<file path="src/hdl/hcs_pkg.sv">
`timescale 1ns / 1ps
// hcs_pkg: shared types, constants and code tables for the command serializer.
// No dependencies.
package hcs_pkg;

   localparam int TICK_WIDTH = 16;
   localparam int PT_WIDTH   = 16;
   localparam int LIM_WIDTH  = (TICK_WIDTH > PT_WIDTH) ? TICK_WIDTH : PT_WIDTH;
   localparam int FRAME_BITS = 40;
   localparam int BITS_WIDTH = 6;

   localparam logic [TICK_WIDTH-1:0] TICK_MAX     = '1;
   localparam logic [PT_WIDTH-1:0]   PT_RESET     = 16'd35;
   localparam logic [15:0]           FRAME_HEADER = 16'hd5aa;
   localparam logic [7:0]            FRAME_FOOTER = 8'had;
   localparam logic [15:0]           FUNC_OFF     = 16'h0020;
   localparam logic [15:0]           FUNC_BRIGHT  = 16'h00a8;
   localparam logic [15:0]           FUNC_DIM     = 16'h00b8;

   localparam logic [1:0] FN_ON     = 2'd0;
   localparam logic [1:0] FN_OFF    = 2'd1;
   localparam logic [1:0] FN_DIM    = 2'd2;
   localparam logic [1:0] FN_BRIGHT = 2'd3;

   // bit 1 rts, bit 0 dtr
   localparam logic [1:0] LINES_LOW  = 2'b00;
   localparam logic [1:0] LINES_HIGH = 2'b11;
   localparam logic [1:0] LINES_ONE  = 2'b10;
   localparam logic [1:0] LINES_ZERO = 2'b01;

   typedef enum logic [3:0] {
      PH_IDLE      = 4'b0001,
      PH_RESET_LOW = 4'b0010,
      PH_BIT       = 4'b0100,
      PH_HIGH      = 4'b1000
   } phase_type;

   typedef struct packed {
      logic       action;
      logic [3:0] house;
      logic [3:0] unit;
      logic [1:0] func;
   } req_type;

   typedef struct packed {
      logic rts_level;
      logic dtr_level;
      logic busy_res;
      logic accepted;
      logic frame_done;
   } rsp_type;

   function automatic logic [15:0] house_code(input logic [3:0] idx);
      logic [15:0] c;
      case (idx)
         4'd0:    c = 16'h6000;
         4'd1:    c = 16'h7000;
         4'd2:    c = 16'h4000;
         4'd3:    c = 16'h5000;
         4'd4:    c = 16'h8000;
         4'd5:    c = 16'h9000;
         4'd6:    c = 16'ha000;
         4'd7:    c = 16'hb000;
         4'd8:    c = 16'he000;
         4'd9:    c = 16'hf000;
         4'd10:   c = 16'hc000;
         4'd11:   c = 16'hd000;
         4'd12:   c = 16'h0000;
         4'd13:   c = 16'h1000;
         4'd14:   c = 16'h2000;
         default: c = 16'h3000;
      endcase
      return c;
   endfunction

   function automatic logic [15:0] unit_code(input logic [3:0] idx);
      logic [15:0] c;
      case (idx)
         4'd0:    c = 16'h0000;
         4'd1:    c = 16'h0010;
         4'd2:    c = 16'h0008;
         4'd3:    c = 16'h0018;
         4'd4:    c = 16'h0040;
         4'd5:    c = 16'h0050;
         4'd6:    c = 16'h0048;
         4'd7:    c = 16'h0058;
         4'd8:    c = 16'h0400;
         4'd9:    c = 16'h0410;
         4'd10:   c = 16'h0408;
         4'd11:   c = 16'h0418;
         4'd12:   c = 16'h0440;
         4'd13:   c = 16'h0450;
         4'd14:   c = 16'h0448;
         default: c = 16'h0458;
      endcase
      return c;
   endfunction

   // zero acts as one; clamp to the counter's range
   function automatic logic [TICK_WIDTH-1:0] tick_limit(input logic [PT_WIDTH-1:0] pt);
      logic [LIM_WIDTH-1:0] lim;
      lim = LIM_WIDTH'(pt);
      if (lim == '0) begin
         lim = LIM_WIDTH'(1);
      end
      if (lim > LIM_WIDTH'(TICK_MAX)) begin
         lim = LIM_WIDTH'(TICK_MAX);
      end
      return lim[TICK_WIDTH-1:0];
   endfunction

endpackage

</file>
<file path="src/hdl/hcs_cmd_enc.sv">
`timescale 1ns / 1ps
// hcs_cmd_enc: builds the 16-bit command word from house, unit and function.
// Depends on hcs_pkg.
module hcs_cmd_enc
   import hcs_pkg::*;
(
   input  logic [3:0]  house,
   input  logic [3:0]  unit,
   input  logic [1:0]  func,
   output logic [15:0] cmd
);

   always_comb begin
      unique case (func)
         FN_ON:     cmd = house_code(house) | unit_code(unit);
         FN_OFF:    cmd = house_code(house) | unit_code(unit) | FUNC_OFF;
         FN_DIM:    cmd = house_code(house) | FUNC_DIM;
         FN_BRIGHT: cmd = house_code(house) | FUNC_BRIGHT;
         default:   cmd = house_code(house);
      endcase
   end

endmodule

</file>
<file path="src/hdl/hcs_core.sv">
`timescale 1ns / 1ps
// hcs_core: frame state, phase timer and line drive; one item per step.
// Depends on hcs_pkg and hcs_cmd_enc.
module hcs_core
   import hcs_pkg::*;
(
   input  logic                clock,
   input  logic                reset,
   input  logic                step,
   input  req_type             req,
   input  logic [PT_WIDTH-1:0] phase_ticks,
   output rsp_type             rsp
);

   logic [FRAME_BITS-1:0] frame_ff, frame_in;
   logic [BITS_WIDTH-1:0] bits_ff, bits_in;
   phase_type             phase_ff, phase_in;
   logic [TICK_WIDTH-1:0] tick_ff, tick_in;
   logic                  sending_ff, sending_in;
   logic [1:0]            lines_ff, lines_in;

   logic [15:0]           cmd;
   logic [TICK_WIDTH-1:0] tick_inc;
   logic [TICK_WIDTH-1:0] limit;
   logic                  accepted;
   logic                  done;

   hcs_cmd_enc u_enc (
      .house (req.house),
      .unit  (req.unit),
      .func  (req.func),
      .cmd   (cmd)
   );

   assign limit    = tick_limit(phase_ticks);
   assign tick_inc = tick_ff + 1'b1;

   always_comb begin
      frame_in   = frame_ff;
      bits_in    = bits_ff;
      phase_in   = phase_ff;
      tick_in    = tick_ff;
      sending_in = sending_ff;
      lines_in   = lines_ff;
      accepted   = 1'b0;
      done       = 1'b0;
      if (step) begin
         if (req.action) begin
            if (!sending_ff) begin
               frame_in   = {FRAME_HEADER, cmd, FRAME_FOOTER};
               bits_in    = '0;
               phase_in   = PH_RESET_LOW;
               tick_in    = '0;
               sending_in = 1'b1;
               lines_in   = LINES_LOW;
               accepted   = 1'b1;
            end
         end else if (sending_ff) begin
            if (tick_inc < limit) begin
               tick_in = tick_inc;
            end else begin
               tick_in = '0;
               unique case (phase_ff)
                  PH_RESET_LOW: begin
                     phase_in = PH_HIGH;
                     bits_in  = BITS_WIDTH'(FRAME_BITS);
                     lines_in = LINES_HIGH;
                  end
                  PH_BIT: begin
                     phase_in = PH_HIGH;
                     lines_in = LINES_HIGH;
                  end
                  PH_HIGH: begin
                     if (bits_ff != '0) begin
                        lines_in = frame_ff[FRAME_BITS-1] ? LINES_ONE : LINES_ZERO;
                        frame_in = {frame_ff[FRAME_BITS-2:0], 1'b0};
                        bits_in  = bits_ff - 1'b1;
                        phase_in = PH_BIT;
                     end else begin
                        phase_in   = PH_IDLE;
                        sending_in = 1'b0;
                        lines_in   = LINES_HIGH;
                        done       = 1'b1;
                     end
                  end
                  default: begin
                  end
               endcase
            end
         end
      end
   end

   assign rsp.rts_level  = lines_in[1];
   assign rsp.dtr_level  = lines_in[0];
   assign rsp.busy_res   = sending_in;
   assign rsp.accepted   = accepted;
   assign rsp.frame_done = done;

   always_ff @(posedge clock) begin
      if (reset) begin
         frame_ff   <= '0;
         bits_ff    <= '0;
         phase_ff   <= PH_IDLE;
         tick_ff    <= '0;
         sending_ff <= 1'b0;
         lines_ff   <= LINES_HIGH;
      end else begin
         frame_ff   <= frame_in;
         bits_ff    <= bits_in;
         phase_ff   <= phase_in;
         tick_ff    <= tick_in;
         sending_ff <= sending_in;
         lines_ff   <= lines_in;
      end
   end

   a_busy_phase: assert property (@(posedge clock) disable iff (reset)
      sending_ff == (phase_ff != PH_IDLE))
      else $error("busy flag disagrees with phase");

   a_tick_below_limit: assert property (@(posedge clock) disable iff (reset)
      sending_ff && !step |=> tick_ff < limit || !sending_ff || $changed(phase_ticks))
      else $error("tick counter past phase limit");

   a_bits_range: assert property (@(posedge clock) disable iff (reset)
      bits_ff <= BITS_WIDTH'(FRAME_BITS))
      else $error("bit count out of range");

   a_bit_lines: assert property (@(posedge clock) disable iff (reset)
      phase_ff == PH_BIT |-> lines_ff[1] != lines_ff[0])
      else $error("bit phase with both lines equal");

   a_idle_lines: assert property (@(posedge clock) disable iff (reset)
      phase_ff == PH_IDLE |-> lines_ff == LINES_HIGH)
      else $error("idle with lines not high");

endmodule

</file>
<file path="src/hdl/home_control_command_serializer_top.sv">
`timescale 1ns / 1ps
// home_control_command_serializer_top: handshakes, phase register and result register.
// A result is registered and valid the cycle after its item is accepted.
// Throughput: one item per cycle while rsp_ready is high; the result register frees as it is taken.
// Reset (synchronous, active high): idle, lines high, phase_ticks 35, no result.
// Depends on hcs_pkg, hcs_core, hcs_cmd_enc.
module home_control_command_serializer_top
   import hcs_pkg::*;
(
   input  logic                clock,
   input  logic                reset,
   input  logic                req_valid,
   output logic                req_ready,
   input  req_type             req_data,
   output logic                rsp_valid,
   input  logic                rsp_ready,
   output rsp_type             rsp_data,
   input  logic                csr_valid,
   output logic                csr_ready,
   input  logic [PT_WIDTH-1:0] csr_wdata
);

   logic [PT_WIDTH-1:0] phase_ticks_ff;
   logic                rsp_valid_ff;
   rsp_type             rsp_ff;
   rsp_type             core_rsp;
   logic                step;

   assign csr_ready = 1'b1;
   assign req_ready = !rsp_valid_ff || rsp_ready;
   assign step      = req_valid && req_ready;
   assign rsp_valid = rsp_valid_ff;
   assign rsp_data  = rsp_ff;

   hcs_core u_core (
      .clock       (clock),
      .reset       (reset),
      .step        (step),
      .req         (req_data),
      .phase_ticks (phase_ticks_ff),
      .rsp         (core_rsp)
   );

   always_ff @(posedge clock) begin
      if (reset) begin
         phase_ticks_ff <= PT_RESET;
      end else if (csr_valid && csr_ready) begin
         phase_ticks_ff <= csr_wdata;
      end
   end

   always_ff @(posedge clock) begin
      if (reset) begin
         rsp_valid_ff <= 1'b0;
      end else if (step) begin
         rsp_valid_ff <= 1'b1;
      end else if (rsp_ready) begin
         rsp_valid_ff <= 1'b0;
      end
   end

   always_ff @(posedge clock) begin
      if (step) begin
         rsp_ff <= core_rsp;
      end
   end

   a_acc_done_excl: assert property (@(posedge clock) disable iff (reset)
      rsp_valid_ff |-> !(rsp_ff.accepted && rsp_ff.frame_done))
      else $error("item both accepted and frame done");

   a_done_not_busy: assert property (@(posedge clock) disable iff (reset)
      rsp_valid_ff && rsp_ff.frame_done |-> !rsp_ff.busy_res)
      else $error("frame done while still busy");

   a_acc_lines_low: assert property (@(posedge clock) disable iff (reset)
      rsp_valid_ff && rsp_ff.accepted |-> !rsp_ff.rts_level && !rsp_ff.dtr_level
                                          && rsp_ff.busy_res)
      else $error("accepted request without reset-low drive");

endmodule
</file>
<file path="config.mk">
export PLATFORM = sky130hd
export DESIGN_NAME = home_control_command_serializer_top
export DESIGN_NICKNAME = d
export VERILOG_FILES = /design/src/hdl/hcs_pkg.sv /design/src/hdl/hcs_cmd_enc.sv /design/src/hdl/hcs_core.sv /design/src/hdl/home_control_command_serializer_top.sv
export SDC_FILE = /design/constraint.sdc
export NUM_CORES = 1
export LEC_CHECK = 0
export BUFFER_PORTS_ARGS = -buffer_cell sky130_fd_sc_hd__buf_2
export CAP_MARGIN = 40
export CORE_UTILIZATION = 30
export DETAILED_ROUTE_END_ITERATION = 7
export SYNTH_ARGS = -nofsm -noshare
export SYNTH_HDL_FRONTEND = slang
export SYNTH_SLANG_ARGS = --single-unit
</file>
<file path="constraint.sdc">
create_clock -name clock -period 10.1 [get_ports clock]
set_input_delay 1.01 -clock clock [delete_from_list [all_inputs] [get_ports clock]]
set_output_delay 1.01 -clock clock [all_outputs]
set_load 0.03 [all_outputs]
</file>
==> flow_summary_export.csv <==
group,metric,value,unit
clock_tree,cts_num_sinks,91,
place,gp_congestion,0.791,
clock_tree,clk_pin_slew_worst_paths,0.06,ns
yosys,synth_most_common_cell,"dfxtp_1",
power_and_ir_drop,swShare,0.233,
setup_path,crit_buf_inv,0,
floorplan,dieArea,15600,um2
clock_tree,hold_buffers,0,
clock_tree,cts_buffer_depth,2,
yosys,ys_seq_area_frac,0.414,
routing,dr.pass1.iters,4,
clock_tree,root_buffer,"clkbuf_16",
sta,hold_viol,0,
yosys,syn_avg_cell_area,8.95,um2
floorplan,die_y,125,um
yosys,synthTopCellsByArea,"dfxtp_1, nor2_1, ha_1",
global_routing,grt_pass1_wl,16700,um
setup_path,crit_path_cell_trace,"ha_1, nand3_1, or2_2, nor2_1, xor2_1, ha_1, o21ai_0, a21oi_1, a221o_1, or2_2, nand3_1, o221a_2",
sta,slew_headroom,0.498,
sta,drv_slew,0,
hold_path,min_path_cells,2,
floorplan,core_area,14600,um2
global_routing,antenna_found_initial,0,
power_and_ir_drop,p_seq_frac,0.464,
yosys,synth_area_leader_cell,"dfxtp_1",
place,portBuffers,38,
global_routing,grt_start_max_net_pins,69,
layout,final_nets,576,
yosys,synth_warnings,0,
sta,setup_viol,0,
yosys,synth-seq-cells,91,
yosys,synth_edf_count,5,
global_routing,overflow,0,
clock_tree,cts_resized,0,
setup_path,rrSetupSlack,6.00,ns
sta,fmax,244,MHz
layout,diodes,0,
floorplan,initial_core_util,0.310,
floorplan,placement_rows,44,
yosys,syn_inst,505,
sta,fin_setup_tns,0,ns
floorplan,io_pins,40,
global_routing,grt_pass1_vias,3619,
power_and_ir_drop,p_sw,0.192,mW
job,cap_violations,0,
place,hpwl,6510,um
yosys,syn-num-nets,556,
routing,wirelength,9500,um
sta,period_share,0.406,
floorplan,die_x,125,um
power_and_ir_drop,leakage,1.97,nW
power_and_ir_drop,clockPowerShare,0.450,
layout,drive_gt1_frac,0.166,
power_and_ir_drop,power_frac_comb,0.086,
routing,drcViolationCount,0,
routing,dr_total_vias,3627,
clock_tree,numCtsBuffers,9,
setup_path,crit_type,"reg2reg",
run_status,status,"finished clean",
setup_path,worstPathArrival,4.39,ns
yosys,synthTopCellsByCount,"dfxtp_1, nor2_1, nand2_1",
power_and_ir_drop,power.density,161,nW/um2
routing,drt_iter0_markers,247,
clock_tree,h-tree-depth,3,
clock_tree,cts_tree,"built",
setup_path,slowest_stage,"a221o_1",
yosys,netlist.area_leader.share,0.381,
layout,areaGrowthSynthToFinish,13.6,%
setup_path,cp_slowest_stage_delay,0.55,ns
routing,via_per_inst,5.08,
setup_path,required,10.38,ns
sta,fin_crit,4.10,ns
setup_path,reg2reg_depth,12,
yosys,async_flop_share,0,
setup_path,crit_family,"simple AND/OR/NAND/NOR gates",
yosys,ys_types,58,
routing,wire_per_inst,13.3,um
setup_path,cp-start-kind,"flop",
global_routing,grt_usage,0.129,
layout,fin_util,0.352,
sta,max_slew.worst_pin.slew,0.753,ns
setup_path,cp.depth,12,
setup_path,end_kind,"flop",
clock_tree,clk_latency,0.34,ns
sta,rsz0062_at_grt,"no",
power_and_ir_drop,peakVddDrop,146,uV
yosys,netlist_area,4520,um2
hold_path,min_path_type,"reg2reg",
routing,ant_nets,0,
power_and_ir_drop,internal_power,0.633,mW
yosys,synthFlopType,"dfxtp_1",
clock_tree,cts_setup_buffers,0,
setup_path,path_max_fanout,12,
sta,skew,0.00718,ns
metal layers:
layer	GRT usage	share of wire	up-vias
met4	0.0369	0.011	0
li1	-	-	1832
met3	0.0387	0.041	11
met2	0.212	0.46	63
met5	0	0	-
met1	0.163	0.49	1721
power by group through the flow:
stage	Sequential [mW]	Clock, mW	Combinational, mW
2_1_floorplan	0.392	0	0.0503
3_3_place_gp	0.390	0	0.0676
3_5_place_dp	0.390	0	0.0715
4_1_cts	0.382	0.383	0.0717
5_1_grt	0.384	0.400	0.0800
6_report	0.383	0.371	0.0711
path summary, 6_finish.rpt:
check	startpoint	endpoint
max reg2reg	u_core.tick_ff[0]	u_core.frame_ff[7]
max	u_core.tick_ff[0]	u_core.frame_ff[7]
min reg2reg	u_core.frame_ff[11]	u_core.frame_ff[11]
min	u_core.frame_ff[11]	u_core.frame_ff[11]
cells in the final DEF (no fill, tap or decap), types with 3 or more instances in the layout:
| cell type | n |
|---|---|
| nor2_1 | 74 |
| a21oi_1 | 23 |
| nand3_1 | 15 |
| ha_1 | 19 |
| xor2_1 | 6 |
| o211ai_1 | 7 |
| nand2b_1 | 3 |
| edfxtp_1 | 5 |
| o221a_2 | 6 |
| nor3_1 | 9 |
| a211oi_2 | 3 |
| a22oi_1 | 20 |
| o21ai_0 | 16 |
| dfxtp_1 | 86 |
| mux2i_1 | 19 |
| nor4_1 | 5 |
| buf_2 | 39 |
| and2_1 | 3 |
| nand2_1 | 39 |
| o22ai_1 | 4 |
| a31oi_1 | 5 |
| or3_1 | 7 |
| nand4_1 | 8 |
| xnor2_1 | 12 |
| clkbuf_16 | 10 |
| inv_1 | 27 |
| a22oi_2 | 9 |
| o221a_1 | 7 |
| nor2b_1 | 3 |
state kept, by name (all words and copies together) (netlist names):
signal             flops
u_core.lines_ff        2
u_core.bits_ff         6
u_core.phase_ff        4
rsp_data               5
u_core.tick_ff        16
rsp_valid              1
u_core.sending_ff      1
u_core.frame_ff       40
phase_ticks_ff        16
tightest hold or removal path: cells and delay by family, from the launching register on:
family | cells | cell delay (ns)
flops | 1 | 0.31
simple gates | 1 | 0.05
compound gates | 1 | 0.05
area by class of cell:
| type | count | area [um2] |
|---|---|---|
| Tap cell | 184 | 230 |
| Clock buffer | 10 | 250 |
| Timing Repair Buffer | 44 | 251 |
| Inverter | 27 | 101 |
| Sequential cell | 91 | 1870 |
| Fill cell | 1457 | 9450 |
| Clock inverter | 6 | 86.3 |
| Multi-Input combinational cell | 352 | 2340 |
per-stage QoR:
stage          instance area [um2]  hold WS (ns)  total power, mW  worst slack, ns  instances
6_report                      5140         0.463            0.825             6.00        714
2_1_floorplan                 4520         0.432            0.442             6.71        505
3_5_place_dp                  4800         0.447            0.462             6.09        698
5_1_grt                       5140         0.481            0.864             5.76        714
4_1_cts                       5140         0.464            0.837             6.06        714
3_3_place_gp                  4750         0.438            0.457             5.98        694
cell families (layout without fill, tap and decap cells):
family / count (synthesis) / in the layout / synth area share
mux: 19 / 19 / 0.0421
other cells: 1 / 1 / 0.000830
xor+xnor: 18 / 18 / 0.0349
compound gates: 119 / 119 / 0.207
flops: 91 / 91 / 0.414
buf+inv: 62 / 87 / 0.0670
simple gates: 176 / 176 / 0.181
fa+ha+maj: 19 / 19 / 0.0526
Power figures use the tool's default switching activity.
